<file path="src/rtl/lrp_pkg.sv">
// ----------------------------------------------------------------------------
// lrp_pkg
// shared types and constants for the pen-based midpoint line rasterizer
// ----------------------------------------------------------------------------
package lrp_pkg;

   localparam int COORD_BITS = 12;
   localparam int ERR_BITS   = COORD_BITS + 2;
   localparam int COLOR_BITS = 24;

   localparam logic [COLOR_BITS-1:0] COLOR_RESET = {COLOR_BITS{1'b1}};

   typedef enum logic [1:0] {
      CMD_MOVE = 2'd0,
      CMD_LINE = 2'd1,
      CMD_STEP = 2'd2
   } cmd_type;

   // bit 0 of step_signs: x steps down, bit 1: y steps down
   typedef struct packed {
      logic signed [COORD_BITS-1:0] pen_x;
      logic signed [COORD_BITS-1:0] pen_y;
      logic signed [COORD_BITS-1:0] cursor_x;
      logic signed [COORD_BITS-1:0] cursor_y;
      logic signed [COORD_BITS-1:0] major_end;
      logic        [COORD_BITS-1:0] major_delta;
      logic        [COORD_BITS-1:0] minor_delta;
      logic signed [ERR_BITS-1:0]   error_term;
      logic        [1:0]            step_signs;
      logic                         y_is_major;
      logic                         drawing;
   } pen_state_type;

   typedef struct packed {
      logic                         emit;
      logic signed [COORD_BITS-1:0] x;
      logic signed [COORD_BITS-1:0] y;
      logic                         last;
   } pixel_type;

endpackage

</file>
<file path="src/rtl/lrp_stepper.sv">
// ----------------------------------------------------------------------------
// lrp_stepper
// next pen state and plotted pixel for one command beat
// ----------------------------------------------------------------------------
module lrp_stepper
   import lrp_pkg::*;
(
   input  logic [1:0]                   cmd,
   input  logic signed [COORD_BITS-1:0] target_x,
   input  logic signed [COORD_BITS-1:0] target_y,
   input  pen_state_type                cur,
   output pen_state_type                nxt,
   output pixel_type                    pix
);

   logic signed [COORD_BITS:0]   dx;
   logic signed [COORD_BITS:0]   dy;
   logic        [COORD_BITS:0]   adx_w;
   logic        [COORD_BITS:0]   ady_w;
   logic        [COORD_BITS-1:0] adx;
   logic        [COORD_BITS-1:0] ady;
   logic                         ymaj;
   logic        [COORD_BITS-1:0] major;
   logic        [COORD_BITS-1:0] minor;
   logic signed [ERR_BITS-1:0]   err_init;
   logic signed [ERR_BITS-1:0]   err_add;
   logic signed [ERR_BITS-1:0]   err_step;
   logic                         minor_step;
   logic signed [COORD_BITS-1:0] x_adv;
   logic signed [COORD_BITS-1:0] y_adv;
   logic signed [COORD_BITS-1:0] new_x;
   logic signed [COORD_BITS-1:0] new_y;
   logic                         step_last;

   // line setup
   always_comb begin
      dx    = {target_x[COORD_BITS-1], target_x} - {cur.pen_x[COORD_BITS-1], cur.pen_x};
      dy    = {target_y[COORD_BITS-1], target_y} - {cur.pen_y[COORD_BITS-1], cur.pen_y};
      adx_w = dx[COORD_BITS] ? -dx : dx;
      ady_w = dy[COORD_BITS] ? -dy : dy;
      adx   = adx_w[COORD_BITS-1:0];
      ady   = ady_w[COORD_BITS-1:0];
      ymaj  = !(adx > ady);
      major = ymaj ? ady : adx;
      minor = ymaj ? adx : ady;
      err_init = $signed({2'b00, minor}) - $signed({3'b000, major[COORD_BITS-1:1]});
   end

   // one midpoint step
   always_comb begin
      minor_step = !cur.error_term[ERR_BITS-1];
      err_add    = cur.error_term + $signed({2'b00, cur.minor_delta});
      err_step   = minor_step ? err_add - $signed({2'b00, cur.major_delta}) : err_add;
      x_adv      = cur.step_signs[0] ? cur.cursor_x - 1'b1 : cur.cursor_x + 1'b1;
      y_adv      = cur.step_signs[1] ? cur.cursor_y - 1'b1 : cur.cursor_y + 1'b1;
      if (cur.y_is_major) begin
         new_y     = y_adv;
         new_x     = minor_step ? x_adv : cur.cursor_x;
         step_last = (y_adv == cur.major_end);
      end else begin
         new_x     = x_adv;
         new_y     = minor_step ? y_adv : cur.cursor_y;
         step_last = (x_adv == cur.major_end);
      end
   end

   always_comb begin
      nxt      = cur;
      pix.emit = 1'b0;
      pix.x    = cur.cursor_x;
      pix.y    = cur.cursor_y;
      pix.last = 1'b0;
      unique case (cmd_type'(cmd))
         CMD_MOVE: begin
            nxt.pen_x   = target_x;
            nxt.pen_y   = target_y;
            nxt.drawing = 1'b0;
         end
         CMD_LINE: begin
            nxt.step_signs  = {dy[COORD_BITS], dx[COORD_BITS]};
            nxt.y_is_major  = ymaj;
            nxt.major_delta = major;
            nxt.minor_delta = minor;
            nxt.major_end   = ymaj ? target_y : target_x;
            nxt.error_term  = err_init;
            nxt.cursor_x    = cur.pen_x;
            nxt.cursor_y    = cur.pen_y;
            nxt.pen_x       = target_x;
            nxt.pen_y       = target_y;
            nxt.drawing     = (major != '0);
            pix.emit        = 1'b1;
            pix.x           = cur.pen_x;
            pix.y           = cur.pen_y;
            pix.last        = (major == '0);
         end
         CMD_STEP: begin
            if (cur.drawing) begin
               nxt.error_term = err_step;
               nxt.cursor_x   = new_x;
               nxt.cursor_y   = new_y;
               nxt.drawing    = !step_last;
               pix.emit       = 1'b1;
               pix.x          = new_x;
               pix.y          = new_y;
               pix.last       = step_last;
            end
         end
         default: begin
         end
      endcase
   end

endmodule

</file>
<file path="src/rtl/line_rasterizer_pen.sv">
// ----------------------------------------------------------------------------
// line_rasterizer_pen
// midpoint line generator with a pen, all eight octants
//
//   channel  dir  handshake                 payload
//   req_     in   req_valid / req_ready     req_cmd, req_target_x, req_target_y
//   rsp_     out  rsp_valid / rsp_ready     rsp_pixel_x, rsp_pixel_y,
//                                           rsp_pixel_color, rsp_last_pixel
//   csr_     in   csr_valid / csr_ready     csr_draw_color
//
// one command beat per cycle while req_ready is high; a pixel appears in the cycle after its beat
// the per-cycle limit is the error update and cursor add of the stepper
// req_ready drops only while a pixel waits in the output register
// move, unused commands and steps while idle produce no pixel
// reset is synchronous; pen, cursor and line state clear, color goes white
// ----------------------------------------------------------------------------
module line_rasterizer_pen
   import lrp_pkg::*;
(
   input  logic                         clock,
   input  logic                         reset,
   input  logic                         req_valid,
   output logic                         req_ready,
   input  logic [1:0]                   req_cmd,
   input  logic signed [COORD_BITS-1:0] req_target_x,
   input  logic signed [COORD_BITS-1:0] req_target_y,
   output logic                         rsp_valid,
   input  logic                         rsp_ready,
   output logic signed [COORD_BITS-1:0] rsp_pixel_x,
   output logic signed [COORD_BITS-1:0] rsp_pixel_y,
   output logic [COLOR_BITS-1:0]        rsp_pixel_color,
   output logic                         rsp_last_pixel,
   input  logic                         csr_valid,
   output logic                         csr_ready,
   input  logic [COLOR_BITS-1:0]        csr_draw_color
);

   pen_state_type                state_ff;
   pen_state_type                state_in;
   pixel_type                    pix;
   logic [COLOR_BITS-1:0]        color_ff;
   logic                         rsp_valid_ff;
   logic signed [COORD_BITS-1:0] pix_x_ff;
   logic signed [COORD_BITS-1:0] pix_y_ff;
   logic [COLOR_BITS-1:0]        pix_color_ff;
   logic                         pix_last_ff;
   logic                         req_beat;

   assign req_ready = !rsp_valid_ff || rsp_ready;
   assign req_beat  = req_valid && req_ready;
   assign csr_ready = 1'b1;

   lrp_stepper u_stepper (
      .cmd      (req_cmd),
      .target_x (req_target_x),
      .target_y (req_target_y),
      .cur      (state_ff),
      .nxt      (state_in),
      .pix      (pix)
   );

   always_ff @(posedge clock) begin
      if (reset) begin
         state_ff     <= '0;
         color_ff     <= COLOR_RESET;
         rsp_valid_ff <= 1'b0;
      end else begin
         if (csr_valid) begin
            color_ff <= csr_draw_color;
         end
         if (req_beat) begin
            state_ff     <= state_in;
            rsp_valid_ff <= pix.emit;
         end else if (rsp_ready) begin
            rsp_valid_ff <= 1'b0;
         end
      end
   end

   always_ff @(posedge clock) begin
      if (req_beat && pix.emit) begin
         pix_x_ff     <= pix.x;
         pix_y_ff     <= pix.y;
         pix_color_ff <= color_ff;
         pix_last_ff  <= pix.last;
      end
   end

   assign rsp_valid       = rsp_valid_ff;
   assign rsp_pixel_x     = pix_x_ff;
   assign rsp_pixel_y     = pix_y_ff;
   assign rsp_pixel_color = pix_color_ff;
   assign rsp_last_pixel  = pix_last_ff;

   a_idle_step_silent: assert property (@(posedge clock) disable iff (reset)
      req_beat && (req_cmd == CMD_STEP) && !state_ff.drawing |=> !rsp_valid)
      else $error("step while idle produced a pixel");

   a_line_starts_at_pen: assert property (@(posedge clock) disable iff (reset)
      req_beat && (req_cmd == CMD_LINE) |=>
         rsp_valid && (rsp_pixel_x == $past(state_ff.pen_x))
                   && (rsp_pixel_y == $past(state_ff.pen_y)))
      else $error("line beat did not emit the pen position");

   a_last_ends_line: assert property (@(posedge clock) disable iff (reset)
      rsp_valid |-> (rsp_last_pixel != state_ff.drawing))
      else $error("last flag disagrees with drawing state");

   a_move_aborts: assert property (@(posedge clock) disable iff (reset)
      req_beat && (req_cmd == CMD_MOVE) |=> !state_ff.drawing && !rsp_valid)
      else $error("move beat left a line running");

endmodule

</file>
<file path="config.mk">
export PLATFORM = sky130hd
export DESIGN_NAME = line_rasterizer_pen
export DESIGN_NICKNAME = d
export VERILOG_FILES = /design/src/rtl/lrp_pkg.sv /design/src/rtl/lrp_stepper.sv /design/src/rtl/line_rasterizer_pen.sv
export SDC_FILE = /design/constraint.sdc
export NUM_CORES = 1
export LEC_CHECK = 0
export ABC_AREA = 1
export BUFFER_PORTS_ARGS = -buffer_cell sky130_fd_sc_hd__buf_2
export CORE_UTILIZATION = 30
export CTS_CLUSTER_DIAMETER = 120
export DETAILED_ROUTE_END_ITERATION = 10
export HOLD_SLACK_MARGIN = 0.06
export PLACE_DENSITY_LB_ADDON = 0.3
export SYNTH_ARGS = -nofsm -noshare
export SYNTH_HDL_FRONTEND = slang
export SYNTH_SLANG_ARGS = --single-unit
</file>
<file path="constraint.sdc">
create_clock -name clock -period 14.9 [get_ports clock]
set_input_delay 2.98 -clock clock [delete_from_list [all_inputs] [get_ports clock]]
set_output_delay 2.98 -clock clock [all_outputs]
set_load 0.05 [all_outputs]
</file>
Yosys cells after proc, flatten, opt, wreduce, memory -nomap -nowiden
Cells that the tools add are included.

Logic and storage cells: 74. Bits in registers: 176. Bits of input ports: 55. Output and inout port bits: 52.

Reductions and logical operators: 17. $add $sub $neg: 11. Equal/unequal tests: 5. Magnitude comparators: 1. Muxes and demuxes: 23.

Operator list (count): $mux W12 (11); $pmux W26 S2 (1); $pmux W24 S2 (1); $mux W14 (2); $pmux W14 S2 (1); $mux W26 (1); $sub A12 B12 Y13 (2); $add A12 B1 Y12 const B (2); $eq A12 B12 Y1 (2); $mux W24 (1); $neg A12 Y12 (2); $sub A12 B1 Y12 const B (2); $add A14 B13 Y14 (1); $sub A14 B13 Y14 (1); $sub A12 B11 Y13 (1); $gt A12 B12 Y1 (1); $logic_not A12 Y1 (1); $reduce_bool A12 Y1 (1); $reduce_and A2 Y1 (3); $mux W1 (4); $reduce_bool A2 Y1 (2); $logic_not A1 Y1 (3); $pmux W1 S3 (1); $reduce_and A3 Y1 (1); 8 further kinds (9).

Longest topological paths before layout
Gate-level depths: netlist (run 1).

Depth after elaboration: 8. Depth in mapped cells: 43. Depth with buffers taken out: 41.

By module
From an unflattened synthesis (run 1), not the netlist that was laid out.

Cells, all modules: 2365. Area, all modules: 15132.0 sq um.

Modules (own cells, without submodules): lrp_stepper (cells each 1531, area each 8192.9 sq um, instances 1, seq. area each 0.0 sq um); line_rasterizer_pen (cells each 834, area each 6939.2 sq um, instances 1, seq. area each 4013.8 sq um).

Worst setup path after synthesis (run 1)
OpenSTA, ideal clock, no wires.

Path type: input-to-reg. From: input port req_target_x[0]. To: register state_ff[9] (netlist name). Buffers on the path: 4. Cell stages on the path: 39. Arrival time: 7.868 ns. Library setup time: 0.132 ns. Setup slack: 6.900 ns. Data required time: 14.768 ns. Cells stage by stage: inv_1 -> ha_1 -> fa_1 -> inv_1 -> nand2_1 -> nand2_1 -> nand3_1 -> nand2_1 -> nand2_1 -> nand2_1 -> nand2_1 -> nand2_2 -> buf_4 -> o21ai_0 -> xor2_1 -> inv_1 -> ha_1 -> nand2_1 -> [... 3 more ...] -> nand2_1 -> o211ai_1 -> a21oi_1 -> nor2_1 -> a21oi_1 -> nand3_2 -> nand3_4 -> buf_6 -> buf_2 -> clkbuf_1 -> o21ai_0 -> ha_1 -> nand2_1 -> o21ai_0 -> a21oi_1 -> xor2_1 -> o21bai_1 -> a21oi_1.

Word-level cells in the longest chain between the ends: 7. Elaborated cells on any way between the ends: 8. Those cells by class: add/sub (3); order compare (1); mux (4).

RTL lines: from (decl) (line line_rasterizer_pen.sv:25) `input logic signed [COORD_BITS-1:0] req_target_x,`; $sub A12 B12 Y13 (*) (line lrp_stepper.sv:37) `dx = {target_x[COORD_BITS-1], target_x} - {cur.pen_x[COORD_BITS-1], cur.pen_x};`; $neg A12 Y12 (line lrp_stepper.sv:39) `adx_w = dx[COORD_BITS] ? -dx : dx;`; $mux W12 (*) (line lrp_stepper.sv:39); $gt A12 B12 Y1 (line lrp_stepper.sv:43) `ymaj = !(adx > ady);`; $mux W12 (*) (line lrp_stepper.sv:45) `minor = ymaj ? adx : ady;`; net u_stepper.minor[2] (line lrp_stepper.sv:24) `logic [COORD_BITS-1:0] minor;`; $sub A12 B11 Y13 (*) (line lrp_stepper.sv:46) `err_init = $signed({2'b00, minor}) - $signed({3'b000, major[COORD_BITS-1:1]});`; $pmux W14 S2 (*) (line lrp_stepper.sv:73) `unique case (cmd_type'(cmd))`; to (signal assigned) (line line_rasterizer_pen.sv:72) `state_ff <= state_in;`; to (decl) (line line_rasterizer_pen.sv:38) `pen_state_type state_ff;`.

Mark *: on every way through the listed nets, which the timed path passes. The rest lies on a longest branch. A chain may end at the register's enable or synchronous reset.

Worst setup path in the final report (run 1)
From: input port req_target_x[0]. To: register state_ff[12] (netlist name).

Word-level cells in the longest chain between the ends: 7. Elaborated cells on any way between the ends: 8. Those cells by class: add/sub (3); order compare (1); mux (4).

RTL lines: $sub A12 B12 Y13 (*) (line lrp_stepper.sv:37); $neg A12 Y12 (line lrp_stepper.sv:39); $mux W12 (*) (line lrp_stepper.sv:39); $gt A12 B12 Y1 (line lrp_stepper.sv:43); $mux W12 (*) (line lrp_stepper.sv:44) `major = ymaj ? ady : adx;`; net u_stepper.major[1] (line lrp_stepper.sv:23) `logic [COORD_BITS-1:0] major;`; $sub A12 B11 Y13 (*) (line lrp_stepper.sv:46); $pmux W14 S2 (*) (line lrp_stepper.sv:73).

Marks and branches as above.

==> impl_metrics.tcl, run 1 <==
set metrics [dict create \
    status "finished, final reports clean" \
    insertedDiodeCount 0 \
    cts_sinks 176 \
    ir_worst_vdd_mv 0.09283 \
    ys_types 51 \
    nNetsFinal 2088 \
    drcViolationCount 0 \
    synth_fp_nets 2036 \
    cts_tree "yes" \
    gp_congestion 0.9057 \
    power_density_mw_per_mm2 149.3 \
    clkTransAtPathRegs_ns 0.08 \
    fmax_mhz 108.3 \
    cap_violations 0 \
    rows 76 \
    syn_to_final_growth_pct 12.39 \
    final_cell_mix "441 x nand2_1, 239 x inv_1, 179 x a21oi_1, 153 x o21ai_0, 127 x dfxtp_1" \
    cpMostUsedCell "nand2_1" \
    utilization_pct 34.15 \
    place_inst 2503 \
    cts_resized 0 \
    grt_start_max_net_pins 59 \
    finalSetupViolations 0 \
    grtUsageTotal_pct 18.08 \
    holdCritPathClass "flip-flop to flip-flop" \
    slowest_stage "nand3_4" \
    routed_wl_um 39210 \
    async_reset_ff_share_pct 0 \
    io_pins 107 \
    die_y_um 210.6 \
    layout.cells.non_filler 2535 \
    grt_pass1_wl_um 62560 \
    crit_arrival_ns 9.57 \
    hold_path_depth 0 \
    hold_viol 0 \
    synthCells 1885 \
    hold_buffers 0 \
    first_pass_iters 5 \
    final_cell_area_mm2 0.01468 \
    cts_buffers 17 \
    final_common_cell "nand2_1" \
    grt.overflow.total 0 \
    portBuffers 105 \
    period_needed_ns 9.235 \
    period_share_pct 61.98 \
    reg2reg_slack_ns 7.88 \
    skew_ns 0.01244 \
    synth_edf_count 49 \
    worstHoldEndpoint "rsp_pixel_color[3]$_DFFE_PP_" \
    tightest_slew_ns 1.121 \
    setup_tns_ns 0 \
    dp_slack_ns 5.266 \
    reg2regPathDepth 36 \
    ys.flop_type "dfxtp_1" \
    start_util_pct 30.38 \
    nFillCells 4636 \
    reg2reg_from "state_ff[79]$_SDFFE_PP0P_" \
    clock_path_buffers 2 \
    cp_slowest_stage_delay_ns 0.62 \
    synth_seq_cells 176 \
    vias 12526 \
    h-tree-depth 4 \
    worstSetupPathType "primary input to flip-flop" \
    syn_area_per_cell_um2 6.928 \
    core_area_mm2 0.04298 \
    dpl_cell_area_mm2 0.01406 \
    p_leak_nw 6.873 \
    critPathLaunchType "primary input" \
    grt_pass1_vias 11707 \
    drt_iter0_drc 791 \
    cp.required_ns 15.23 \
    slew_viol_final 0 \
    syn_area_mm2 0.01306 \
    die_w_um 210.6 \
    rr_endpoint "state_ff[12]$_SDFFE_PP0P_" \
    worstSetupEndpointType "flip-flop" \
    drive_above_1_share_pct 11.95 \
    avgViaCountPerCell 4.941 \
    grt_antenna_before_repair 0 \
    cts-root-buf "clkbuf_16" \
    place_hpwl_um 29340 \
    fin_ws_ns 5.665 \
    rsz0062_at_grt "false" \
    relSlewSlack_pct 24.96 \
    insertion_delay_ns 0.49 \
    die_area_mm2 0.04437 \
    ant_nets 0 \
    ys_seq_area_share_pct 30.74 \
    ys_warn_count 0 \
    wire_per_inst_um 15.47 \
    cp_max_fo 55 \
    cts_setup_buffers 0 \
    hp-start "color_ff[3]$_SDFFE_PP1P_" \
]
[stage by stage]
| stage | total power, mW | hold slack [ns] |
|---|---|---|
| detailed placement | 1.708 | 0.4135 |
| global placement | 1.704 | 0.4127 |
| CTS | 2.203 | 0.4310 |
| global route | 2.391 | 0.4434 |
| floorplan | 1.462 | 0.4086 |
| finish | 2.191 | 0.4339 |
[layer usage]
layer | GRT usage, % | up-vias | routed length, um
met4 | 6.622 | 0 | 889
met1 | 24.92 | 5763 | 19250
met3 | 3.315 | 54 | 2136
li1 | - | 6365 | -
met5 | 0 | - | 0
met2 | 28.02 | 344 | 16940
[worst max-delay path by stage]
stage	startpoint	end	slack, ns	cells past startpoint
after floorplan	req_target_x[0]	state_ff[9]$_SDFFE_PP0P_	6.90	39
after global placement	req_target_x[0]	state_ff[12]$_SDFFE_PP0P_	5.39	41
after detailed placement	req_target_x[0]	state_ff[12]$_SDFFE_PP0P_	5.27	41
after CTS	req_target_x[0]	state_ff[12]$_SDFFE_PP0P_	5.78	41
after global routing	req_target_y[0]	state_ff[12]$_SDFFE_PP0P_	5.01	37
final	req_target_x[0]	state_ff[12]$_SDFFE_PP0P_	5.66	41
[registers in the layout (all words and copies together) (netlist names)]
signal	flops
color_ff	24
rsp_last_pixel	1
rsp_pixel_color	24
rsp_pixel_x	12
rsp_pixel_y	12
rsp_valid	1
state_ff	102
[worst max-delay path, delay by kind of cell]
kind | cells | cell delay [ns]
buffers and inverters | 7 | 0.93
XOR/XNOR | 1 | 0.24
AND/OR/NAND/NOR | 19 | 2.43
AO/OA/AOI/OAI | 9 | 1.32
adder cells (fa/ha/maj) | 5 | 1.62
[logic make-up after synthesis]
logic type      share of synthesized area [%]
other cells                           0.02872
compound gates                          19.16
simple gates                            25.74
mux                                    0.3833
fa+ha+maj                               9.600
xor+xnor                                4.292
flops                                   30.74
buf+inv                                 10.05
[report_power, final]
group / switching [mW] / internal (mW)
clock: 0.229 / 0.255
sequential: 0.0259 / 0.524
combinational: 0.780 / 0.378
total: 1.03 / 1.16
[layout make-up]
class	count	area, um2	share of cell area [%]
Timing Repair Buffer	116	608.1	4.143
Clock buffer	17	425.4	2.899
Inverter	252	945.9	6.445
Tap cell	585	732.0	4.987
Clock inverter	15	192.7	1.313
Sequential cell	176	4014	27.35
Multi-Input combinational cell	1374	7759	52.86
[cells in the mapped netlist (4+ instances only)]
master	count	area share, %
nand2_1	441	13
inv_1	239	6.9
a21oi_1	179	6.9
o21ai_0	154	5.9
dfxtp_1	127	19
nor2_1	117	3.4
nand3_1	91	3.5
ha_1	89	8.5
clkbuf_1	62	1.8
edfxtp_1	49	11
xor2_1	49	3.3
nand2_2	34	1.6
nand4_1	34	1.6
a221oi_1	24	1.6
o211ai_1	22	1.3
o21bai_1	16	0.92
xnor2_1	15	1.0
or2_2	11	0.53
inv_2	10	0.29
nor3_1	10	0.38
a22oi_1	9	0.52
buf_2	8	0.31
nand3_2	8	0.61
fa_1	7	1.1
nand3b_1	6	0.34
a21oi_2	5	0.34
buf_1	5	0.14
mux2i_1	5	0.38
o21ai_1	5	0.19
a21boi_0	4	0.23
a21o_1	4	0.23
buf_4	4	0.23
buf_6	4	0.34
nor4_1	4	0.19
Power figures use the tool's default switching activity.
==> run 2: changes to the inputs <==
==> constraint.sdc (replaced) <==
create_clock -name clock -period 8.3 [get_ports clock]
set_input_delay 1.66 -clock clock [delete_from_list [all_inputs] [get_ports clock]]
set_output_delay 1.66 -clock clock [all_outputs]
set_load 0.05 [all_outputs]
==> impl_metrics.tcl, run 2 (synthesis results as in run 1) <==
set metrics [dict create \
    cpMostUsedCell "nand2_1" \
    crit_arrival_ns 7.46 \
    cts-root-buf "clkbuf_16" \
    nFillCells 4671 \
    slowest_stage "o21ai_0" \
    critPathLaunchType "primary input" \
    power.total_mw 3.971 \
    grt_antenna_before_repair 0 \
    ant_nets 0 \
    rsz0062_at_grt "false" \
    relSlewSlack_pct 27.90 \
    gp_congestion 0.8845 \
    start_util_pct 30.38 \
    p_int_mw 2.039 \
    ir_worst_vdd_mv 0.1753 \
    first_pass_iters 5 \
    h-tree-depth 4 \
    clock_path_buffers 2 \
    holdCritPathClass "flip-flop to flip-flop" \
    final_common_cell "nand2_1" \
    largest_reg_flops 102 \
    syn_to_final_growth_pct 12.43 \
    combinationalPowerShare_pct 53.9 \
    hold_viol 0 \
    skew_ns 0.01924 \
    finalSetupViolations 0 \
    grt_pass1_vias 11758 \
    drt_iter0_drc 922 \
    io_pins 107 \
    cap_violations 0 \
    cts_buffers 17 \
    cts_setup_buffers 0 \
    p_seq_share_pct 24.9 \
    setup_tns_ns 0 \
    wire_per_inst_um 15.81 \
    nNetsFinal 2092 \
    final_cell_mix "441 x nand2_1, 239 x inv_1, 179 x a21oi_1, 153 x o21ai_0, 127 x dfxtp_1" \
    portBuffers 105 \
    period_needed_ns 7.036 \
    worstSetupPathType "primary input to flip-flop" \
    cts_resized 0 \
    cp_slowest_stage_delay_ns 0.69 \
    p_leak_nw 6.886 \
    tightest_slew_ns 1.077 \
    cp_max_fo 21 \
    drcViolationCount 0 \
    place_hpwl_um 30120 \
    fmax_mhz 142.1 \
    grt_pass1_wl_um 63930 \
    power_density_mw_per_mm2 270.5 \
    power_switching_share_pct 48.66 \
    status "finished, final reports clean" \
    routed_wl_um 40130 \
    cp.required_ns 8.73 \
    die_w_um 210.6 \
    vias 12630 \
    grt_start_max_net_pins 83 \
    die_y_um 210.6 \
    regMostFlops "state_ff" \
    grt.overflow.total 0 \
    clockPowerShare_pct 21.2 \
    slew_viol_final 0 \
    rows 76 \
    worstSetupEndpointType "flip-flop" \
    period_share_pct 84.77 \
    cts_sinks 176 \
    cts_tree "yes" \
    insertion_delay_ns 0.50 \
    hold_buffers 0 \
    die_area_mm2 0.04437 \
    drive_above_1_share_pct 12.13 \
    grtUsageTotal_pct 18.59 \
    clkTransAtPathRegs_ns 0.08 \
    p_switching_mw 1.932 \
    avgViaCountPerCell 4.974 \
    core_area_mm2 0.04298 \
    reg2reg_slack_ns 2.08 \
    insertedDiodeCount 0 \
]
==> run 2: changes by cell type in the layout (fill, tap and decap cells not counted), sizes merged <==
cell / delta
buf: +4
clkinv: +3
inv: +1
bufinv: -2
clkinvlp: -2
==> run 2: worst paths after layout <==
check / to / cells after the start / start
hold / removal: rsp_pixel_color[5]$_DFFE_PP_ / 0 / color_ff[5]$_SDFFE_PP1P_
setup / recovery: state_ff[11]$_SDFFE_PP0P_ / 34 / req_target_y[0]
hold reg to reg: rsp_pixel_color[5]$_DFFE_PP_ / 0 / color_ff[5]$_SDFFE_PP1P_
setup reg to reg: state_ff[11]$_SDFFE_PP0P_ / 31 / state_ff[79]$_SDFFE_PP0P_
==> run 2: metrics by stage <==
stage          cell area (um2)  hold WS, ns  setup slack, ns  util [%]  std cells
2_1_floorplan            13060       0.4086            1.620         -       1885
3_3_place_gp             14090       0.4123           0.8641     32.78       2507
3_5_place_dp             14090       0.4142           0.8255     32.78       2507
4_1_cts                  14680       0.4330            1.353     34.16       2539
5_1_grt                  14680       0.4443           0.5545     34.16       2539
6_report                 14680       0.4333            1.264     34.16       2539
==> run 2: per-layer routing <==
metal,vias to the layer above,wire length (um),track usage (%),part of all wire [%]
li1,6367,-,-,-
met1,5842,19320,25.58,48
met2,374,16920,27.76,42
met3,47,2897,4.609,7.2
met4,0,990,7.221,2.5
met5,-,0,0,0
==> run 2: area by class of cell <==
| cell class | count | area (um2) | share of cell area, % |
|---|---|---|---|
| multi-input combinational | 1374 | 7759 | 52.85 |
| sequential | 176 | 4014 | 27.34 |
| inverter | 252 | 945.9 | 6.443 |
| tap | 585 | 732.0 | 4.986 |
| timing repair buffer | 120 | 638.1 | 4.346 |
| clock buffer | 17 | 425.4 | 2.898 |
| clock inverter | 15 | 167.7 | 1.142 |
==> run 2: power by group through the flow <==
stage | clock (mW) | combinational, mW | sequential, mW
6_report | 0.843 | 2.14 | 0.987
5_1_grt | 0.895 | 2.42 | 0.993
3_5_place_dp | 0 | 2.12 | 1.00
2_1_floorplan | 0 | 1.62 | 1.01
4_1_cts | 0.871 | 2.13 | 0.985
3_3_place_gp | 0 | 2.11 | 1.00
==> run 2: worst max-delay path, delay by kind of cell <==
kind                     cells  cell delay [ns]
AO/OA/AOI/OAI                6             1.54
XOR/XNOR                     2             0.58
adder cells (fa/ha/maj)      4             1.23
buffers and inverters        4             0.39
AND/OR/NAND/NOR             18             2.05
